--- config.mk ---
export PLATFORM = sky130hd
export DESIGN_NAME = two_zone_pointer_acceleration_top
export DESIGN_NICKNAME = d
export VERILOG_FILES = /design/src/tzpa_pkg.sv /design/src/tzpa_cfg_regs.sv /design/src/tzpa_serial_mul.sv /design/src/tzpa_serial_div.sv /design/src/two_zone_pointer_acceleration_top.sv
export SDC_FILE = /design/constraint.sdc
export NUM_CORES = 1
export LEC_CHECK = 0
export BUFFER_PORTS_ARGS = -buffer_cell sky130_fd_sc_hd__buf_4
export CELL_PAD_IN_SITES_DETAIL_PLACEMENT = 0
export CELL_PAD_IN_SITES_GLOBAL_PLACEMENT = 1
export CORE_MARGIN = 1.5
export CORE_UTILIZATION = 40
export CTS_BUF_LIST = sky130_fd_sc_hd__clkbuf_8
export DETAILED_ROUTE_END_ITERATION = 12
export GPL_TIMING_DRIVEN = 1
export PLACE_DENSITY_LB_ADDON = 0.1
export SETUP_SLACK_MARGIN = 0.02
export SKIP_LAST_GASP = 1
export SLEW_MARGIN = 20
export SYNTH_ARGS = -nofsm -noshare
export SYNTH_HDL_FRONTEND = slang
export SYNTH_SLANG_ARGS = --single-unit
--- constraint.sdc ---
create_clock -name aclk -period 6.4 [get_ports aclk]
set_input_delay 1.28 -clock aclk [delete_from_list [all_inputs] [get_ports aclk]]
set_output_delay 1.28 -clock aclk [all_outputs]
set_load 0.05 [all_outputs]
--- src/tzpa_pkg.sv ---
// ----------------------------------------------------------------------------
// tzpa_pkg
// Shared types and constants for the two-zone pointer acceleration block.
// ----------------------------------------------------------------------------
package tzpa_pkg;

    localparam int TYPE_W   = 8;
    localparam int CODE_W   = 16;
    localparam int VALUE_W  = 32;
    localparam int LIMIT_W  = 16;
    localparam int FACTOR_W = 5;
    localparam int ZONE_W   = 2;
    localparam int MASK_MAX = 16;
    localparam int CFG_IDX_W  = 4;
    localparam int CFG_DATA_W = 16;

    // |value * 16 + rest| < 2^36, one guard bit for the sign
    localparam int PROD_W  = 37;
    localparam int REM_W   = 4;
    localparam int QLO_W   = 17;
    localparam int CARRY_W = 5;

    localparam logic [CFG_IDX_W-1:0] REG_EVENT_KIND = 4'd0;
    localparam logic [CFG_IDX_W-1:0] REG_CODE_MASK  = 4'd1;
    localparam logic [CFG_IDX_W-1:0] REG_SLOW_LIMIT = 4'd2;
    localparam logic [CFG_IDX_W-1:0] REG_FAST_LIMIT = 4'd3;
    localparam logic [CFG_IDX_W-1:0] REG_SLOW_MUL   = 4'd4;
    localparam logic [CFG_IDX_W-1:0] REG_SLOW_DIV   = 4'd5;
    localparam logic [CFG_IDX_W-1:0] REG_FAST_MUL   = 4'd6;
    localparam logic [CFG_IDX_W-1:0] REG_FAST_DIV   = 4'd7;

    localparam logic [TYPE_W-1:0]   KIND_RESET   = 8'd2;
    localparam logic [MASK_MAX-1:0] MASK_RESET   = 16'd3;
    localparam logic [LIMIT_W-1:0]  SLOW_RESET   = 16'd0;
    localparam logic [LIMIT_W-1:0]  FAST_RESET   = 16'hFFFF;
    localparam logic [FACTOR_W-1:0] FACTOR_RESET = 5'd1;
    localparam logic [FACTOR_W-1:0] FACTOR_MIN   = 5'd1;
    localparam logic [FACTOR_W-1:0] FACTOR_MAX   = 5'd16;

    localparam logic [ZONE_W-1:0] ZONE_NONE   = 2'd0;
    localparam logic [ZONE_W-1:0] ZONE_SLOW   = 2'd1;
    localparam logic [ZONE_W-1:0] ZONE_MIDDLE = 2'd2;
    localparam logic [ZONE_W-1:0] ZONE_FAST   = 2'd3;

    localparam logic [QLO_W-1:0] Q_POS_MAX = 17'd32767;
    localparam logic [QLO_W-1:0] Q_NEG_MAX = 17'd32768;
    localparam logic [QLO_W-1:0] CLAMP_HI  = 17'h07FFF;
    localparam logic [QLO_W-1:0] CLAMP_LO  = 17'h18000;

    typedef struct packed {
        logic [TYPE_W-1:0]   event_kind;
        logic [LIMIT_W-1:0]  slow_limit;
        logic [LIMIT_W-1:0]  fast_limit;
        logic [FACTOR_W-1:0] slow_mul;
        logic [FACTOR_W-1:0] slow_div;
        logic [FACTOR_W-1:0] fast_mul;
        logic [FACTOR_W-1:0] fast_div;
    } cfg_t;

    function automatic logic [FACTOR_W-1:0] sat_factor(input logic [FACTOR_W-1:0] f);
        logic [FACTOR_W-1:0] r;
        if (f < FACTOR_MIN) begin
            r = FACTOR_MIN;
        end else if (f > FACTOR_MAX) begin
            r = FACTOR_MAX;
        end else begin
            r = f;
        end
        return r;
    endfunction

endpackage

--- src/tzpa_cfg_regs.sv ---
// ----------------------------------------------------------------------------
// tzpa_cfg_regs
// Configuration register file, written through the index/data channel.
// ----------------------------------------------------------------------------
module tzpa_cfg_regs #(
    parameter int MASK_BITS = 16
) (
    input  logic                         aclk,
    input  logic                         aresetn,
    input  logic                         cfg_valid,
    input  logic [tzpa_pkg::CFG_IDX_W-1:0]  cfg_index,
    input  logic [tzpa_pkg::CFG_DATA_W-1:0] cfg_data,
    output tzpa_pkg::cfg_t               cfg,
    output logic [MASK_BITS-1:0]         code_mask
);
    import tzpa_pkg::*;

    cfg_t                 cfg_reg;
    logic [MASK_BITS-1:0] mask_reg;

    always_ff @(posedge aclk) begin
        if (!aresetn) begin
            cfg_reg.event_kind <= KIND_RESET;
            cfg_reg.slow_limit <= SLOW_RESET;
            cfg_reg.fast_limit <= FAST_RESET;
            cfg_reg.slow_mul   <= FACTOR_RESET;
            cfg_reg.slow_div   <= FACTOR_RESET;
            cfg_reg.fast_mul   <= FACTOR_RESET;
            cfg_reg.fast_div   <= FACTOR_RESET;
            mask_reg           <= MASK_BITS'(MASK_RESET);
        end else if (cfg_valid) begin
            unique case (cfg_index)
                REG_EVENT_KIND: cfg_reg.event_kind <= cfg_data[TYPE_W-1:0];
                REG_CODE_MASK:  mask_reg           <= cfg_data[MASK_BITS-1:0];
                REG_SLOW_LIMIT: cfg_reg.slow_limit <= cfg_data[LIMIT_W-1:0];
                REG_FAST_LIMIT: cfg_reg.fast_limit <= cfg_data[LIMIT_W-1:0];
                REG_SLOW_MUL:   cfg_reg.slow_mul   <= cfg_data[FACTOR_W-1:0];
                REG_SLOW_DIV:   cfg_reg.slow_div   <= cfg_data[FACTOR_W-1:0];
                REG_FAST_MUL:   cfg_reg.fast_mul   <= cfg_data[FACTOR_W-1:0];
                REG_FAST_DIV:   cfg_reg.fast_div   <= cfg_data[FACTOR_W-1:0];
                default: ;
            endcase
        end
    end

    assign cfg       = cfg_reg;
    assign code_mask = mask_reg;

endmodule

--- src/tzpa_serial_mul.sv ---
// ----------------------------------------------------------------------------
// tzpa_serial_mul
// Bit-serial value * factor + rest, LSB first, with an on-the-fly negated
// copy so the magnitude and sign are ready when the last bit is out.
// ----------------------------------------------------------------------------
module tzpa_serial_mul (
    input  logic                               aclk,
    input  logic                               aresetn,
    input  logic                               start,
    input  logic signed [tzpa_pkg::VALUE_W-1:0]  value,
    input  logic [tzpa_pkg::FACTOR_W-1:0]      factor,
    input  logic signed [tzpa_pkg::CARRY_W-1:0]  carry_in,
    output logic                               done,
    output logic [tzpa_pkg::PROD_W-1:0]        mag,
    output logic                               neg
);
    import tzpa_pkg::*;

    localparam int ACC_W = 7;
    localparam int CNT_W = $clog2(PROD_W);
    localparam logic [CNT_W-1:0] CNT_LAST = CNT_W'(PROD_W - 1);

    logic                    busy_reg;
    logic                    done_reg;
    logic [CNT_W-1:0]        cnt_reg;
    logic [VALUE_W-1:0]      val_reg;
    logic signed [ACC_W-1:0] acc_reg;
    logic                    seen_reg;
    logic [PROD_W-1:0]       p_reg;
    logic [PROD_W-1:0]       n_reg;

    logic signed [ACC_W-1:0] sum;
    logic                    pbit;
    logic                    nbit;

    always_comb begin
        sum  = acc_reg + (val_reg[0] ? $signed({2'b00, factor}) : $signed(7'd0));
        pbit = sum[0];
        nbit = pbit ^ seen_reg;
    end

    always_ff @(posedge aclk) begin
        if (!aresetn) begin
            busy_reg <= 1'b0;
            done_reg <= 1'b0;
            cnt_reg  <= '0;
        end else begin
            done_reg <= 1'b0;
            if (start) begin
                busy_reg <= 1'b1;
                cnt_reg  <= '0;
            end else if (busy_reg) begin
                cnt_reg <= cnt_reg + 1'b1;
                if (cnt_reg == CNT_LAST) begin
                    busy_reg <= 1'b0;
                    done_reg <= 1'b1;
                end
            end
        end
    end

    always_ff @(posedge aclk) begin
        if (start) begin
            val_reg  <= value;
            acc_reg  <= ACC_W'(carry_in);
            seen_reg <= 1'b0;
        end else if (busy_reg) begin
            val_reg  <= {val_reg[VALUE_W-1], val_reg[VALUE_W-1:1]};
            acc_reg  <= sum >>> 1;
            seen_reg <= seen_reg | pbit;
            p_reg    <= {pbit, p_reg[PROD_W-1:1]};
            n_reg    <= {nbit, n_reg[PROD_W-1:1]};
        end
    end

    assign done = done_reg;
    assign neg  = p_reg[PROD_W-1];
    assign mag  = neg ? n_reg : p_reg;

endmodule

--- src/tzpa_serial_div.sv ---
// ----------------------------------------------------------------------------
// tzpa_serial_div
// Restoring divider, one dividend bit per cycle MSB first, small divisor.
// Keeps the low quotient bits plus a sticky flag for anything above them.
// ----------------------------------------------------------------------------
module tzpa_serial_div (
    input  logic                          aclk,
    input  logic                          aresetn,
    input  logic                          start,
    input  logic [tzpa_pkg::PROD_W-1:0]   dividend,
    input  logic [tzpa_pkg::FACTOR_W-1:0] divisor,
    output logic                          done,
    output logic                          q_hi,
    output logic [tzpa_pkg::QLO_W-1:0]    q_lo,
    output logic [tzpa_pkg::REM_W-1:0]    rem
);
    import tzpa_pkg::*;

    localparam int CNT_W = $clog2(PROD_W);
    localparam logic [CNT_W-1:0] CNT_LAST = CNT_W'(PROD_W - 1);

    logic               busy_reg;
    logic               done_reg;
    logic [CNT_W-1:0]   cnt_reg;
    logic [PROD_W-1:0]  num_reg;
    logic [REM_W-1:0]   rem_reg;
    logic [QLO_W-1:0]   qlo_reg;
    logic               hi_reg;

    logic [FACTOR_W-1:0] trial;
    logic [FACTOR_W-1:0] diff;
    logic                geq;
    logic [REM_W-1:0]    rem_next;

    always_comb begin
        trial    = {rem_reg, num_reg[PROD_W-1]};
        geq      = (trial >= divisor);
        diff     = trial - divisor;
        rem_next = geq ? diff[REM_W-1:0] : trial[REM_W-1:0];
    end

    always_ff @(posedge aclk) begin
        if (!aresetn) begin
            busy_reg <= 1'b0;
            done_reg <= 1'b0;
            cnt_reg  <= '0;
        end else begin
            done_reg <= 1'b0;
            if (start) begin
                busy_reg <= 1'b1;
                cnt_reg  <= '0;
            end else if (busy_reg) begin
                cnt_reg <= cnt_reg + 1'b1;
                if (cnt_reg == CNT_LAST) begin
                    busy_reg <= 1'b0;
                    done_reg <= 1'b1;
                end
            end
        end
    end

    always_ff @(posedge aclk) begin
        if (start) begin
            num_reg <= dividend;
            rem_reg <= '0;
            qlo_reg <= '0;
            hi_reg  <= 1'b0;
        end else if (busy_reg) begin
            num_reg <= {num_reg[PROD_W-2:0], 1'b0};
            rem_reg <= rem_next;
            qlo_reg <= {qlo_reg[QLO_W-2:0], geq};
            hi_reg  <= hi_reg | qlo_reg[QLO_W-1];
        end
    end

    assign done = done_reg;
    assign q_hi = hi_reg;
    assign q_lo = qlo_reg;
    assign rem  = rem_reg;

endmodule

--- src/two_zone_pointer_acceleration_top.sv ---
// ----------------------------------------------------------------------------
// two_zone_pointer_acceleration_top
// Passthrough events go classify, then output load; scaled events go classify,
// serial multiply, serial divide, output load (each serial unit shifts 37 bits).
// Throughput: one event at a time; the next is taken once the previous result
// sits in the output register.
// Reset: synchronous on aresetn low; registers to defaults, remainder zero.
// ----------------------------------------------------------------------------
module two_zone_pointer_acceleration_top #(
    parameter int CODE_SLOTS = 16
) (
    input  logic        aclk,
    input  logic        aresetn,
    input  logic        s_tvalid,
    output logic        s_tready,
    input  logic [47:0] s_tdata,   // ev_code[15:0], ev_value[47:16]
    input  logic [7:0]  s_tuser,   // ev_type[7:0]
    output logic        m_tvalid,
    input  logic        m_tready,
    output logic [31:0] m_tdata,   // out_value[31:0]
    output logic [1:0]  m_tuser,   // zone[1:0]
    input  logic        cfg_valid,
    output logic        cfg_ready,
    input  logic [tzpa_pkg::CFG_IDX_W-1:0]  cfg_index,
    input  logic [tzpa_pkg::CFG_DATA_W-1:0] cfg_data
);
    import tzpa_pkg::*;

    localparam int MASK_BITS = (CODE_SLOTS < MASK_MAX) ? CODE_SLOTS : MASK_MAX;
    localparam int IDX_W     = (MASK_BITS > 1) ? $clog2(MASK_BITS) : 1;

    typedef enum logic [4:0] {
        ST_IDLE  = 5'b00001,
        ST_CLASS = 5'b00010,
        ST_MUL   = 5'b00100,
        ST_DIV   = 5'b01000,
        ST_HOLD  = 5'b10000
    } state_t;

    state_t state_reg, state_next;

    cfg_t                 cfg;
    logic [MASK_BITS-1:0] code_mask;

    logic [TYPE_W-1:0]         type_reg;
    logic [CODE_W-1:0]         code_reg;
    logic signed [VALUE_W-1:0] value_reg;
    logic signed [CARRY_W-1:0] carry_reg, carry_next;
    logic                      fast_reg;
    logic [ZONE_W-1:0]         res_zone_reg, res_zone_next;
    logic [VALUE_W-1:0]        res_value_reg, res_value_next;
    logic                      m_valid_reg;
    logic [VALUE_W-1:0]        m_data_reg;
    logic [ZONE_W-1:0]         m_user_reg;

    logic                      s_accept;
    logic                      code_hit;
    logic                      handled;
    logic [VALUE_W:0]          mag_w;
    logic                      slow_hit;
    logic                      fast_hit;
    logic                      mul_start;
    logic signed [CARRY_W-1:0] mul_carry;
    logic [FACTOR_W-1:0]       mul_factor;
    logic [FACTOR_W-1:0]       div_factor;
    logic                      mul_done;
    logic [PROD_W-1:0]         mul_mag;
    logic                      mul_neg;
    logic                      div_done;
    logic                      q_hi;
    logic [QLO_W-1:0]          q_lo;
    logic [REM_W-1:0]          q_rem;
    logic                      clamp;
    logic [QLO_W-1:0]          q_signed;
    logic [QLO_W-1:0]          res17;
    logic [CARRY_W-1:0]        rest;
    logic                      out_free;

    tzpa_cfg_regs #(
        .MASK_BITS (MASK_BITS)
    ) u_cfg (
        .aclk      (aclk),
        .aresetn   (aresetn),
        .cfg_valid (cfg_valid),
        .cfg_index (cfg_index),
        .cfg_data  (cfg_data),
        .cfg       (cfg),
        .code_mask (code_mask)
    );

    tzpa_serial_mul u_mul (
        .aclk     (aclk),
        .aresetn  (aresetn),
        .start    (mul_start),
        .value    (value_reg),
        .factor   (mul_factor),
        .carry_in (mul_carry),
        .done     (mul_done),
        .mag      (mul_mag),
        .neg      (mul_neg)
    );

    tzpa_serial_div u_div (
        .aclk     (aclk),
        .aresetn  (aresetn),
        .start    (mul_done),
        .dividend (mul_mag),
        .divisor  (div_factor),
        .done     (div_done),
        .q_hi     (q_hi),
        .q_lo     (q_lo),
        .rem      (q_rem)
    );

    assign cfg_ready = 1'b1;
    assign s_tready  = (state_reg == ST_IDLE);
    assign s_accept  = s_tvalid & s_tready;
    assign out_free  = ~m_valid_reg | m_tready;

    assign mul_factor = fast_reg ? sat_factor(cfg.fast_mul) : sat_factor(cfg.slow_mul);
    assign div_factor = fast_reg ? sat_factor(cfg.fast_div) : sat_factor(cfg.slow_div);

    always_comb begin
        code_hit = (code_reg < CODE_W'(MASK_BITS)) && code_mask[code_reg[IDX_W-1:0]];
        handled  = (type_reg == cfg.event_kind) && code_hit;
        mag_w    = value_reg[VALUE_W-1] ? ((VALUE_W+1)'(0) - {1'b1, value_reg})
                                        : {1'b0, value_reg};
        slow_hit = (mag_w <= (VALUE_W+1)'(cfg.slow_limit));
        fast_hit = (mag_w >= (VALUE_W+1)'(cfg.fast_limit));
    end

    always_comb begin
        clamp    = q_hi | (mul_neg ? (q_lo > Q_NEG_MAX) : (q_lo > Q_POS_MAX));
        q_signed = mul_neg ? (QLO_W'(0) - q_lo) : q_lo;
        res17    = clamp ? (mul_neg ? CLAMP_LO : CLAMP_HI) : q_signed;
        rest     = mul_neg ? (CARRY_W'(0) - {1'b0, q_rem}) : {1'b0, q_rem};
    end

    always_comb begin
        state_next     = state_reg;
        carry_next     = carry_reg;
        res_zone_next  = res_zone_reg;
        res_value_next = res_value_reg;
        mul_start      = 1'b0;
        mul_carry      = carry_reg;
        unique case (state_reg)
            ST_IDLE: begin
                if (s_accept) begin
                    state_next = ST_CLASS;
                end
            end
            ST_CLASS: begin
                res_value_next = value_reg;
                if (!handled) begin
                    res_zone_next = ZONE_NONE;
                    state_next    = ST_HOLD;
                end else if (slow_hit) begin
                    res_zone_next = ZONE_SLOW;
                    mul_start     = 1'b1;
                    state_next    = ST_MUL;
                end else begin
                    carry_next = '0;
                    if (fast_hit) begin
                        res_zone_next = ZONE_FAST;
                        mul_carry     = '0;
                        mul_start     = 1'b1;
                        state_next    = ST_MUL;
                    end else begin
                        res_zone_next = ZONE_MIDDLE;
                        state_next    = ST_HOLD;
                    end
                end
            end
            ST_MUL: begin
                if (mul_done) begin
                    state_next = ST_DIV;
                end
            end
            ST_DIV: begin
                if (div_done) begin
                    res_value_next = {{(VALUE_W-QLO_W){res17[QLO_W-1]}}, res17};
                    carry_next     = clamp ? '0 : $signed(rest);
                    state_next     = ST_HOLD;
                end
            end
            ST_HOLD: begin
                if (out_free) begin
                    state_next = ST_IDLE;
                end
            end
            default: state_next = ST_IDLE;
        endcase
    end

    always_ff @(posedge aclk) begin
        if (!aresetn) begin
            state_reg   <= ST_IDLE;
            carry_reg   <= '0;
            m_valid_reg <= 1'b0;
        end else begin
            state_reg <= state_next;
            carry_reg <= carry_next;
            if (state_reg == ST_HOLD && out_free) begin
                m_valid_reg <= 1'b1;
            end else if (m_tready) begin
                m_valid_reg <= 1'b0;
            end
        end
    end

    always_ff @(posedge aclk) begin
        if (s_accept) begin
            type_reg  <= s_tuser[TYPE_W-1:0];
            code_reg  <= s_tdata[CODE_W-1:0];
            value_reg <= $signed(s_tdata[CODE_W+VALUE_W-1:CODE_W]);
        end
        if (state_reg == ST_CLASS) begin
            fast_reg <= ~slow_hit;
        end
        res_zone_reg  <= res_zone_next;
        res_value_reg <= res_value_next;
        if (state_reg == ST_HOLD && out_free) begin
            m_data_reg <= res_value_reg;
            m_user_reg <= res_zone_reg;
        end
    end

    assign m_tvalid = m_valid_reg;
    assign m_tdata  = m_data_reg;
    assign m_tuser  = m_user_reg;

endmodule

==> reports/metrics.cfg <==
[pwr]
intPower_mw=4.271
leakagePower_nw=7.864
power_density_nw_per_um2=277.9
switching_share_pct=25.60
power.total_mw=5.741
p_seq_share_pct=51.2
p_switching_mw=1.470
irDropWorstVdd_v=0.0001551
combPwrFrac_pct=8.5
clockPowerShare_pct=40.3

[critical_path]
cp_common_cell=ha_1
r2r_end=u_mul.p_reg[29]
crit_path_top_delay_cell=and2_2
reg2reg_from=value_reg[0]
max_stage_delay_ns=0.73
arrival_ns=5.30
crit_type=register to register
start_kind=register
rr_worst_depth=16
rrSetupSlack_ns=1.40
path_cells=inv_1, ha_1, or3b_2, o31ai_1, xnor2_1, ha_1, a21oi_1, nor2b_1, o21ai_0, nand2_1, o2111ai_1, a31oi_1, o311ai_4, buf_4, and2_2, buf_12
path_max_fanout=41
worstPathRequired_ns=6.70
worst_setup_path_end_kind=register

[global_route]
grt_pass1_vias=11599
met2_usage_pct=30.26
busiest_layer=met2
grt_use_met3_pct=3.801
met1_usage_pct=23.27
grt_max_degree=99
grt_pass1_wl_microns=65310
antenna_found_initial=0
grt_overflow=0
grt_usage_pct=18.19

[place]
hpwl_microns=27140
place_ws_ns=1.386
port_buffers=116
place_inst=2109
gp_congestion=0.8222

[die]
dieArea_sq_um=45850
die_x_microns=214.1
die_h_microns=214.1
io_pins=118
design.core.area_sq_um=44120
rows=77
start_util_pct=40.40

[yosys]
synth_edf_count=274
ys_seq_area_share_pct=60.30
synth_flop_cell=edfxtp_1
synth_cell_type_count=71
synth_warnings=0
synth_fp_nets=1600
synth-seq-cells=400
synthesis.area_sq_um=17830
avgSynthCellArea_sq_um=12.16
synth_cells=1466
synth_async_sr_flop_share_pct=0

[cells_and_area]
layout_commonest_cell=edfxtp_1
antennaDiodeCount=0
drive_above_1_share_pct=16.74
most-common-layout-cells=edfxtp_1, buf_4, dfxtp_1
final_cells=2241
largest_reg_flops=60
area_delta_synth_final_pct=15.88
fin_nets=1725

[routing]
drc=0
routedWlPerCell_microns=18.34
dr.first_iter.drc_count=637
viasPerCell=5.140
dr.pass1.iters=5
num_vias=11518
finalWirelength_microns=41100
ant_nets=0

[clocking]
cts_resized=0
clk_latency_ns=0.64
cts_setup_buffers=0
clk_pin_slew_worst_paths_ns=0.06
htreeDepth=3
cts_tree=yes
clock_sinks=400
numCtsBuffers=71
cts.path.max_buffers=3
cts_hold_buf=0
cts_root_buffer=clkbuf_8

[timing]
fmax_mhz=200.0
period_minus_slack_ns=4.999
hold_ws_ns=0.4175
setup_tns_ns=0
hold_viol=0
finalMaxSlewViolations=0
rsz0062_at_grt=false
setup_ws_ns=1.401
clock_skew_ns=0.02654
max_slew.worst_pin.slew_ns=0.9852
slew_headroom_pct=34.32
setup_viol=0
period_share_pct=78.11

[outcome]
status=finished, final reports clean

[min_path]
hold_path_class=register to register
hold_end=m_tdata[0]
hold_depth=0
hold_path.startpoint=res_value_reg[0]

[run]
maxCapViolCount=0

Yosys cell counts, types with 5 or more instances:
cell type / number / area share [%]
ha_1: 51 / 3.6
xnor2_1: 33 / 1.6
a31oi_1: 11 / 0.39
o21ai_0: 27 / 0.76
xor2_1: 9 / 0.44
clkbuf_1: 63 / 1.3
mux2i_1: 106 / 6.0
nor3_1: 21 / 0.59
nand2_1: 122 / 2.6
nor3b_1: 13 / 0.55
a21oi_1: 71 / 2.0
nor2b_1: 53 / 1.9
nor2_1: 97 / 2.0
o211ai_1: 18 / 0.76
a221oi_1: 10 / 0.49
o31ai_1: 9 / 0.38
nand3_1: 15 / 0.42
a22o_1: 6 / 0.29
mux2_1: 14 / 0.88
or3_1: 17 / 0.60
nand2b_1: 16 / 0.56
a211oi_1: 12 / 0.51
edfxtp_1: 274 / 46
dfxtp_1: 126 / 14
and2_1: 5 / 0.18
a21boi_0: 19 / 0.80
nand3b_1: 6 / 0.25
and3_1: 12 / 0.42
a21o_1: 38 / 1.6
buf_1: 10 / 0.21
mux4_2: 5 / 0.63
inv_1: 63 / 1.3
nor4_1: 14 / 0.49
mux2_2: 18 / 1.1
nand4_1: 18 / 0.63
per-layer routing:
metal	vias to the layer above	part of all wire [%]
li1	5629	-
met1	5626	45
met2	185	48
met3	78	3.2
met4	0	3.1
met5	-	0
cell type report:
| type | count | area, sq um |
|---|---|---|
| clock buffers | 74 | 1018 |
| clock inverters | 57 | 360.3 |
| fillers | 4095 | 23470 |
| inverters | 63 | 236.5 |
| multi-input cells | 923 | 6535 |
| flip-flops and latches | 400 | 10750 |
| well taps | 592 | 740.7 |
| repair buffers | 132 | 1016 |
critical path: cells and delay by family (launching register included):
kind            cells  cell delay (ns)
simple gates        4             1.37
buf+inv             3             0.76
flops               1             0.45
fa+ha+maj           2             0.51
compound gates      6             1.33
xor+xnor            1             0.21
power groups by stage:
stage	combinational, mW	sequential (mW)	clock (mW)
after global routing	0.552	2.95	2.52
after CTS	0.496	2.94	2.40
after floorplan	0.333	2.96	0
after detailed placement	0.492	2.99	0
final	0.490	2.94	2.31
after global placement	0.489	2.99	0
how the worst max path moves through the flow:
| stage | start | cells after the start | to | slack [ns] |
|---|---|---|---|---|
| 6_report | value_reg[0] | 16 | u_mul.p_reg[29] | 1.40 |
| 5_1_grt | value_reg[0] | 16 | u_mul.p_reg[29] | 0.91 |
| 4_1_cts | value_reg[0] | 16 | u_mul.p_reg[29] | 1.33 |
| 3_5_place_dp | value_reg[0] | 16 | u_mul.p_reg[28] | 1.39 |
| 3_3_place_gp | value_reg[0] | 16 | u_mul.n_reg[30] | 1.48 |
| 2_1_floorplan | value_reg[31] | 17 | u_mul.n_reg[0] | 0.92 |
kinds of logic after synthesis:
family | share of synthesized area [%]
AND/OR/NAND/NOR | 12.56
XOR/XNOR | 2.063
multiplexers | 8.604
flip-flops | 60.30
buffers and inverters | 3.228
other | 0.02103
adder cells (fa/ha/maj) | 3.804
AO/OA/AOI/OAI | 9.425
through the flow:
stage | area [sq um] | util [%]
detailed placement | 19250 | 43.63
global route | 20660 | 46.82
CTS | 20630 | 46.76
floorplan | 17830 | -
finish | 20660 | 46.82
global placement | 19250 | 43.63
Note: power is estimated with default switching activity, not from simulation.
